<file path="src/design/psrle_pkg.sv">
// psrle_pkg: types, codes and constants shared by the pixel stream run-length encoder
// used by psrle_front, psrle_queue, psrle_back and pixel_stream_run_length_encoder
// no dependencies

package psrle_pkg;

   localparam int MAX_WORDS = 6;
   localparam int CNT_W     = 3;
   localparam int WORD_W    = 16;
   localparam int CSR_IDX_W = 1;
   localparam int CSR_DAT_W = 8;

   // register indexes
   localparam logic [CSR_IDX_W-1:0] CSR_MODE           = 1'd0;
   localparam logic [CSR_IDX_W-1:0] CSR_MONO_THRESHOLD = 1'd1;

   // mode codes
   localparam logic [1:0] MODE_RAW565 = 2'd0;
   localparam logic [1:0] MODE_RLE555 = 2'd1;
   localparam logic [1:0] MODE_MONO   = 2'd2;

   localparam logic [7:0]        THRESH_RESET = 8'd128;
   localparam logic [WORD_W-1:0] RUN_FLAG     = 16'h0020;
   localparam logic [WORD_W-1:0] RUN_LIMIT    = 16'hFFFD;
   localparam logic [WORD_W-1:0] TERMINATOR   = 16'hFFFF;
   localparam logic [WORD_W-1:0] MONO_LIMIT   = 16'd32767;
   localparam logic [WORD_W-1:0] MONO_SHORT   = 16'd128;
   localparam logic [7:0]        LONG_FLAG    = 8'h80;

   // all words that one pixel causes, in output order
   typedef struct packed {
      logic [MAX_WORDS-1:0][WORD_W-1:0] words;
      logic [CNT_W-1:0]                 count;
   } psrle_desc_type;

   typedef struct packed {
      logic full;
      logic empty;
   } psrle_q_status_type;

endpackage

</file>
<file path="src/design/psrle_front.sv">
// psrle_front: accepts pixels, holds config and run state, builds the word list per pixel
// depends on psrle_pkg

module psrle_front (
   input  logic                                 clock,
   input  logic                                 reset,
   input  logic                                 req_valid,
   output logic                                 req_stall,
   input  logic [7:0]                           req_red,
   input  logic [7:0]                           req_green,
   input  logic [7:0]                           req_blue,
   input  logic                                 req_last_pixel,
   input  logic                                 csr_valid,
   input  logic [psrle_pkg::CSR_IDX_W-1:0]      csr_index,
   input  logic [psrle_pkg::CSR_DAT_W-1:0]      csr_data,
   input  psrle_pkg::psrle_q_status_type        q_status,
   output logic                                 q_push,
   output psrle_pkg::psrle_desc_type            q_desc
);

   logic [1:0]  mode_ff, mode_in;
   logic [7:0]  thresh_ff, thresh_in;
   logic [15:0] run_value_ff, run_value_in;
   logic [15:0] run_length_ff, run_length_in;
   logic        mono_level_ff, mono_level_in;
   logic        in_image_ff, in_image_in;
   logic        accept;
   psrle_pkg::psrle_desc_type desc;

   function automatic psrle_pkg::psrle_desc_type add_word(
      input psrle_pkg::psrle_desc_type d, input logic [15:0] w);
      psrle_pkg::psrle_desc_type r;
      r = d;
      r.words[d.count] = w;
      r.count = d.count + 3'd1;
      return r;
   endfunction

   // one byte below 128, else flag byte with high bits then low byte
   function automatic psrle_pkg::psrle_desc_type add_mono_len(
      input psrle_pkg::psrle_desc_type d, input logic [15:0] len);
      psrle_pkg::psrle_desc_type r;
      r = d;
      if (len < psrle_pkg::MONO_SHORT) begin
         r = add_word(r, len);
      end else begin
         r = add_word(r, {8'h00, psrle_pkg::LONG_FLAG | len[15:8]});
         r = add_word(r, {8'h00, len[7:0]});
      end
      return r;
   endfunction

   assign req_stall = q_status.full;
   assign accept    = req_valid && !req_stall;

   always_comb begin
      logic [15:0] pix;
      logic [15:0] rv;
      logic [15:0] rl;
      logic        ml;
      logic        bit_v;
      psrle_pkg::psrle_desc_type d;
      rv       = run_value_ff;
      rl       = run_length_ff;
      ml       = mono_level_ff;
      pix      = 16'h0000;
      bit_v    = 1'b0;
      d.words  = '0;
      d.count  = '0;
      unique case (mode_ff)
         psrle_pkg::MODE_RLE555: begin
            pix = {req_red[7:3], req_green[7:3], 1'b0, req_blue[7:3]};
            if (!in_image_ff) begin
               rv = pix;
               rl = 16'd0;
            end
            if (rv != pix || rl >= psrle_pkg::RUN_LIMIT) begin
               if (rl > 16'd1) begin
                  d = add_word(d, rv | psrle_pkg::RUN_FLAG);
                  d = add_word(d, rl);
               end else if (rl == 16'd1) begin
                  d = add_word(d, rv);
               end
               rv = pix;
               rl = 16'd1;
            end else begin
               rl = rl + 16'd1;
            end
            if (req_last_pixel) begin
               if (rl != 16'd0) begin
                  d = add_word(d, rv | psrle_pkg::RUN_FLAG);
                  d = add_word(d, rl);
               end
               d = add_word(d, psrle_pkg::TERMINATOR);
               d = add_word(d, psrle_pkg::TERMINATOR);
            end
         end
         psrle_pkg::MODE_MONO: begin
            bit_v = (req_green >= thresh_ff);
            if (bit_v == ml && rl < psrle_pkg::MONO_LIMIT) begin
               rl = rl + 16'd1;
            end else if (bit_v == ml) begin
               // run at its limit: close it with an empty run of the other color
               d  = add_mono_len(d, rl);
               d  = add_word(d, 16'h0000);
               rl = 16'd1;
            end else begin
               d  = add_mono_len(d, rl);
               rl = 16'd1;
               ml = !ml;
            end
            if (req_last_pixel && rl != 16'd0) begin
               d = add_mono_len(d, rl);
            end
         end
         default: begin
            pix = {req_red[7:3], req_green[7:2], req_blue[7:3]};
            d   = add_word(d, pix);
         end
      endcase
      desc          = d;
      run_value_in  = rv;
      run_length_in = rl;
      mono_level_in = ml;
      in_image_in   = 1'b1;
      if (req_last_pixel) begin
         run_value_in  = 16'd0;
         run_length_in = 16'd0;
         mono_level_in = 1'b0;
         in_image_in   = 1'b0;
      end
   end

   always_comb begin
      mode_in   = mode_ff;
      thresh_in = thresh_ff;
      if (csr_valid) begin
         unique case (csr_index)
            psrle_pkg::CSR_MODE:           mode_in   = csr_data[1:0];
            psrle_pkg::CSR_MONO_THRESHOLD: thresh_in = csr_data;
            default:                       mode_in   = mode_ff;
         endcase
      end
   end

   assign q_push = accept && (desc.count != '0);
   assign q_desc = desc;

   always_ff @(posedge clock) begin
      if (reset) begin
         mode_ff       <= psrle_pkg::MODE_RAW565;
         thresh_ff     <= psrle_pkg::THRESH_RESET;
         run_value_ff  <= 16'd0;
         run_length_ff <= 16'd0;
         mono_level_ff <= 1'b0;
         in_image_ff   <= 1'b0;
      end else begin
         mode_ff   <= mode_in;
         thresh_ff <= thresh_in;
         if (accept) begin
            run_value_ff  <= run_value_in;
            run_length_ff <= run_length_in;
            mono_level_ff <= mono_level_in;
            in_image_ff   <= in_image_in;
         end
      end
   end

endmodule

</file>
<file path="src/design/psrle_queue.sv">
// psrle_queue: two-entry queue of word lists between front and back
// depends on psrle_pkg

module psrle_queue (
   input  logic                          clock,
   input  logic                          reset,
   input  logic                          push,
   input  psrle_pkg::psrle_desc_type     push_desc,
   input  logic                          pop,
   output psrle_pkg::psrle_desc_type     head_desc,
   output psrle_pkg::psrle_q_status_type status
);

   psrle_pkg::psrle_desc_type entry_ff [2];
   logic       wr_ptr_ff, wr_ptr_in;
   logic       rd_ptr_ff, rd_ptr_in;
   logic [1:0] count_ff, count_in;

   assign status.full  = (count_ff == 2'd2);
   assign status.empty = (count_ff == 2'd0);
   assign head_desc    = entry_ff[rd_ptr_ff];

   always_comb begin
      wr_ptr_in = push ? !wr_ptr_ff : wr_ptr_ff;
      rd_ptr_in = pop  ? !rd_ptr_ff : rd_ptr_ff;
      count_in  = count_ff + {1'b0, push} - {1'b0, pop};
   end

   always_ff @(posedge clock) begin
      if (push) begin
         entry_ff[wr_ptr_ff] <= push_desc;
      end
   end

   always_ff @(posedge clock) begin
      if (reset) begin
         wr_ptr_ff <= 1'b0;
         rd_ptr_ff <= 1'b0;
         count_ff  <= 2'd0;
      end else begin
         wr_ptr_ff <= wr_ptr_in;
         rd_ptr_ff <= rd_ptr_in;
         count_ff  <= count_in;
      end
   end

endmodule

</file>
<file path="src/design/psrle_back.sv">
// psrle_back: walks each queued word list and drives the registered result channel
// depends on psrle_pkg

module psrle_back (
   input  logic                                clock,
   input  logic                                reset,
   input  psrle_pkg::psrle_desc_type           head_desc,
   input  psrle_pkg::psrle_q_status_type       q_status,
   output logic                                pop,
   output logic                                rsp_valid,
   input  logic                                rsp_stall,
   output logic [psrle_pkg::WORD_W-1:0]        rsp_out_word,
   output logic                                rsp_last_of_item
);

   logic [psrle_pkg::CNT_W-1:0]  idx_ff, idx_in;
   logic                         valid_ff, valid_in;
   logic [psrle_pkg::WORD_W-1:0] word_ff;
   logic                         last_ff;
   logic                         load;
   logic                         last_word;

   assign load      = !q_status.empty && (!valid_ff || !rsp_stall);
   assign last_word = (idx_ff == head_desc.count - 3'd1);
   assign pop       = load && last_word;

   always_comb begin
      idx_in   = idx_ff;
      valid_in = valid_ff && rsp_stall;
      if (load) begin
         valid_in = 1'b1;
         idx_in   = last_word ? '0 : idx_ff + 3'd1;
      end
   end

   always_ff @(posedge clock) begin
      if (load) begin
         word_ff <= head_desc.words[idx_ff];
         last_ff <= last_word;
      end
   end

   always_ff @(posedge clock) begin
      if (reset) begin
         idx_ff   <= '0;
         valid_ff <= 1'b0;
      end else begin
         idx_ff   <= idx_in;
         valid_ff <= valid_in;
      end
   end

   assign rsp_valid        = valid_ff;
   assign rsp_out_word     = word_ff;
   assign rsp_last_of_item = last_ff;

endmodule

</file>
<file path="src/design/pixel_stream_run_length_encoder.sv">
// pixel_stream_run_length_encoder: top level of the pixel stream run-length encoder
// depends on psrle_pkg, psrle_front, psrle_queue and psrle_back
//
// usage
//  - req channel: one rgb pixel per word, raster order, req_last_pixel on the image's last pixel
//  - rsp channel: coded words, rsp_last_of_item marks the final word that a pixel causes
//  - csr channel: index 0 mode (0 rgb565, 1 rgb555 runs, 2 mono runs), index 1 mono threshold;
//    csr_ready is always high, writes are meant for idle periods between images
//  - a pixel may cause zero to six words; pixels that cause none are absorbed by the front
//  - a taken pixel's word list is written into the queue, then its first word is loaded into the
//    output register of the back and is valid on rsp, unless a stalled rsp word still holds it
//  - throughput: one result word per cycle while rsp_stall is low, set by the single output
//    register of the back; a pixel's words leave in order, unstalled one-word pixels go every cycle
//  - the front classifies and updates run state in the cycle it takes a pixel, then parks
//    the word list in a two-entry queue; req_stall rises only while that queue is full
//  - a stalled rsp word holds; the queue keeps taking pixels until it fills
//  - reset: synchronous, clears queue, output valid and run state; mode 0, threshold 128

module pixel_stream_run_length_encoder (
   input  logic                              clock,
   input  logic                              reset,
   // pixel input
   input  logic                              req_valid,
   output logic                              req_stall,
   input  logic [7:0]                        req_red,
   input  logic [7:0]                        req_green,
   input  logic [7:0]                        req_blue,
   input  logic                              req_last_pixel,
   // coded word output
   output logic                              rsp_valid,
   input  logic                              rsp_stall,
   output logic [15:0]                       rsp_out_word,
   output logic                              rsp_last_of_item,
   // register writes
   input  logic                              csr_valid,
   output logic                              csr_ready,
   input  logic [psrle_pkg::CSR_IDX_W-1:0]   csr_index,
   input  logic [psrle_pkg::CSR_DAT_W-1:0]   csr_data
);

   psrle_pkg::psrle_q_status_type q_status;
   psrle_pkg::psrle_desc_type     push_desc;
   psrle_pkg::psrle_desc_type     head_desc;
   logic                          q_push;
   logic                          q_pop;

   // register writes are always taken
   assign csr_ready = 1'b1;

   // front: pixel intake, config, run tracking
   psrle_front u_front (
      .clock          (clock),
      .reset          (reset),
      .req_valid      (req_valid),
      .req_stall      (req_stall),
      .req_red        (req_red),
      .req_green      (req_green),
      .req_blue       (req_blue),
      .req_last_pixel (req_last_pixel),
      .csr_valid      (csr_valid && csr_ready),
      .csr_index      (csr_index),
      .csr_data       (csr_data),
      .q_status       (q_status),
      .q_push         (q_push),
      .q_desc         (push_desc)
   );

   // word lists waiting for the back
   psrle_queue u_queue (
      .clock     (clock),
      .reset     (reset),
      .push      (q_push),
      .push_desc (push_desc),
      .pop       (q_pop),
      .head_desc (head_desc),
      .status    (q_status)
   );

   // back: one word per cycle into the output register while rsp_stall is low
   psrle_back u_back (
      .clock            (clock),
      .reset            (reset),
      .head_desc        (head_desc),
      .q_status         (q_status),
      .pop              (q_pop),
      .rsp_valid        (rsp_valid),
      .rsp_stall        (rsp_stall),
      .rsp_out_word     (rsp_out_word),
      .rsp_last_of_item (rsp_last_of_item)
   );

   // no push into a full queue
   a_no_push_full: assert property (@(posedge clock) disable iff (reset)
      q_push |-> !q_status.full)
      else $error("push into full queue");

   // a queued word list holds one to six words
   a_desc_count: assert property (@(posedge clock) disable iff (reset)
      q_push |-> (push_desc.count != 3'd0 && push_desc.count <= 3'd6))
      else $error("bad word count");

   // no pop from an empty queue
   a_no_pop_empty: assert property (@(posedge clock) disable iff (reset)
      q_pop |-> !q_status.empty)
      else $error("pop from empty queue");

   // output is idle right after reset
   a_reset_idle: assert property (@(posedge clock)
      reset |=> !rsp_valid)
      else $error("output valid after reset");

endmodule
</file>
<file path="config.mk">
export PLATFORM = sky130hd
export DESIGN_NAME = pixel_stream_run_length_encoder
export DESIGN_NICKNAME = d
export VERILOG_FILES = /design/src/design/psrle_pkg.sv /design/src/design/psrle_front.sv /design/src/design/psrle_queue.sv /design/src/design/psrle_back.sv /design/src/design/pixel_stream_run_length_encoder.sv
export SDC_FILE = /design/constraint.sdc
export NUM_CORES = 1
export LEC_CHECK = 0
export ABC_AREA = 1
export ABC_CLOCK_PERIOD_IN_PS = 13300
export BUFFER_PORTS_ARGS = -buffer_cell sky130_fd_sc_hd__clkbuf_2
export CAP_MARGIN = 20
export CORE_AREA = 2 2 176 178
export CTS_CLUSTER_DIAMETER = 60
export CTS_CLUSTER_SIZE = 40
export DETAILED_ROUTE_END_ITERATION = 8
export DIE_AREA = 0 0 178 180
export GPL_TIMING_DRIVEN = 0
export PLACE_DENSITY = 0.66
export SLEW_MARGIN = 20
export SYNTH_ARGS = -nofsm -noshare
export SYNTH_HDL_FRONTEND = slang
export SYNTH_SLANG_ARGS = --single-unit
</file>
<file path="constraint.sdc">
create_clock -name clock -period 13.3 [get_ports clock]
set_input_delay 0.665 -clock clock [delete_from_list [all_inputs] [get_ports clock]]
set_output_delay 0.665 -clock clock [all_outputs]
set_load 0.01 [all_outputs]
</file>
==> metrics.txt <==
Placed Instances=2156; Syn Std Cell Area=0.0149 mm^2; status=completed; CTS Buf Count=21; Cells after Synth=1697; Worst Path Arrival=7240 ps; Main synth FF type=edfxtp_1; core footprint=0.0302 mm^2; Routed WL per cell=22.1 um; CP Data Required Time=13550 ps; slowest CP cell=buf_1; number of fill cells=2768; Placer Congestion=1.04; # setup viols final=0; Die Y=180 um; vias in the first global route=12500; clock buffer depth=3; global-route wire length before repair=73400 um; Final Cycle Share=52.5%; hpwl dp=36800 um; Clk pin slew, worst setup/hold paths=80 ps; 1st-iter DRT viols=1666; GRT Total Usage=29.9%; FP Rows=64; Crit Path Class=reg2reg; Period minus WS final=6990 ps; final hold vios=0; Setup crit end kind=register; htree depth=1; total grt overflow=0; routed vias=13400; highest cell delay on the worst timing path=550 ps; DRC viols=0; average cell area after synthesis=8.79 um^2; io pins=59; share of cells above drive strength 1=10.0%; Starting Density=49.4%; sequential cell area=0.00752 mm^2; worst hold path class=in2reg; Layout Nets=1843; Avg Vias per Cell=6.09; synth unique cells=54; leakage=6.22 nW; Routed WL=48500 um; Power Total=2.57 mW; Max Slew Vio Count=0; post-synthesis async set-or-reset flop share=0%; FMAX=143 MHz; diodes inserted=0; Die W=178 um; Root Driver=clkbuf_16; slew margin rel.=38.8%; setup bufs post-CTS=0; CTS sink count=268; critical path's most frequent cell=buf_4; Max VDD drop=105 uV; RSZ-0062 raised after global routing=false; Startpoint Class=register; Crit Path Max Fanout=10; Maximum Capacitance Violations=0; largest net degree at the start of global routing=70; most frequent cells in the layout=nand2_1 (263), edfxtp_1 (215), nor2_1 (201); Antenna Nets Post-Route=0; Skew-Pair Late Insertion Delay=540 ps; Yosys warnings=0; drt pass-1 iters=7; area of the multi-input gates=0.00625 mm^2; setup TNS=0 ps; Setup WS post-layout=6310 ps; Non-Filler Instances=2194; Post-synth EDFFs=215; FF+latch count, synth=268; area of the die=0.0320 mm^2; CTS tree=yes; register area share after synthesis=50.4%; Post-Syn Nets=1757; clk_skew=25.1 ps; Worst Tran Pin Value=918 ps; I/O Buffers=50; antenna violations before repair=0; post_cts resized=0; area grow syn2layout=11.1%; PD cells=155 mW/mm^2; pre-CTS setup slack=6570 ps; commonest non-fill, non-tap cell in the layout=nand2_1; Hold Buf Count CTS=0
[layer usage]
layer,GRT usage [%],part of all wire [%],vias up
li1,-,-,6216
met1,40.2,40,6293
met2,49.5,47,711
met3,2.94,8.1,132
met4,12.0,5.0,0
met5,0,0,-
[cells in the mapped netlist, drive strengths merged, types with 5 or more instances]
| cell | instances | area [um^2] |
|---|---|---|
| nand2 | 279 | 1090 |
| edfxtp | 215 | 6460 |
| nor2 | 208 | 803 |
| inv | 164 | 616 |
| o21ai | 134 | 674 |
| nand3 | 100 | 533 |
| a21oi | 99 | 499 |
| clkbuf | 75 | 282 |
| dfxtp | 53 | 1060 |
| buf | 35 | 214 |
| o211ai | 35 | 263 |
| o221ai | 35 | 307 |
| nand4 | 31 | 194 |
| mux2i | 30 | 300 |
| nor3 | 25 | 145 |
| o22ai | 24 | 150 |
| ha | 21 | 263 |
| nor4 | 20 | 125 |
| o32ai | 20 | 175 |
| o41ai | 17 | 149 |
| xor2 | 15 | 131 |
| a32o | 12 | 120 |
| clkinv | 10 | 37.5 |
| a22oi | 5 | 37.5 |
[state kept, by name (all words and copies together), names as in the netlist, named ones only]
signal	count
u_front.run_length_ff	16
u_queue.entry_ff	198
u_queue.wr_ptr_ff	1
u_front.mode_ff	2
u_front.run_value_ff	16
u_front.in_image_ff	1
u_back.rsp_out_word	16
u_front.mono_level_ff	1
u_back.idx_ff	3
u_queue.count_ff	2
u_back.rsp_valid	1
u_front.thresh_ff	8
u_back.rsp_last_of_item	1
u_queue.rd_ptr_ff	1
[power by group]
| part | switching, mW | leakage, nW | internal [mW] |
|---|---|---|---|
| Sequential | 0.0374 | 2.49 | 1.07 |
| Combinational | 0.540 | 3.35 | 0.229 |
| Clock | 0.354 | 0.376 | 0.341 |
| Total | 0.932 | 6.22 | 1.64 |
[per-stage QoR]
| stage | cell area [um^2] | hold slack [ps] | util (%) |
|---|---|---|---|
| finish | 16600 | 364 | 54.9 |
| floorplan | 14900 | 433 | - |
| detailed placement | 15800 | 458 | 52.3 |
| global route | 16600 | 385 | 54.9 |
| CTS | 16600 | 362 | 54.9 |
| global placement | 15700 | 449 | 51.9 |
[cell families (layout without fill, tap and decap cells)]
| logic type | Yosys count | after routing | synth area share [%] |
|---|---|---|---|
| mux | 30 | 30 | 2.01 |
| compound gates | 402 | 402 | 17.2 |
| xor+xnor | 19 | 19 | 1.12 |
| flops | 268 | 268 | 50.4 |
| fa+ha+maj | 21 | 21 | 1.76 |
| other cells | 1 | 1 | 0.0251 |
| simple gates | 672 | 672 | 19.8 |
| buf+inv | 284 | 385 | 7.70 |
[area by class of cell]
type	instances	share of cell area (%)
timing repair buffer	63	2.27
sequential	268	45.4
tap	396	2.99
multi-input combinational	1145	37.7
clock inverter	17	1.50
clock buffer	21	3.17
buffer	110	2.99
inverter	174	3.97
[critical path, delay by kind of cell, from the launching register on]
family	cells	cell delay (ps)
DFF	1	310
adders and majority gates	2	640
buffers and inverters	14	3650
and+or+nand+nor	13	1950
AOI/OAI and AO/OA	1	140
[worst paths after layout]
check | slack [ps] | startpoint | end | cells after the start
worst max register to register | 6310 | u_front.in_image_ff | u_queue.entry_ff[0][68] | 30
worst min register to register | 460 | u_front.thresh_ff[5] | u_front.thresh_ff[5] | 2
worst max-delay path | 6310 | u_front.in_image_ff | u_queue.entry_ff[0][68] | 30
worst min-delay path | 360 | csr_data[7] | u_front.thresh_ff[7] | 3
No activity file was read; power rests on OpenSTA's default activity.
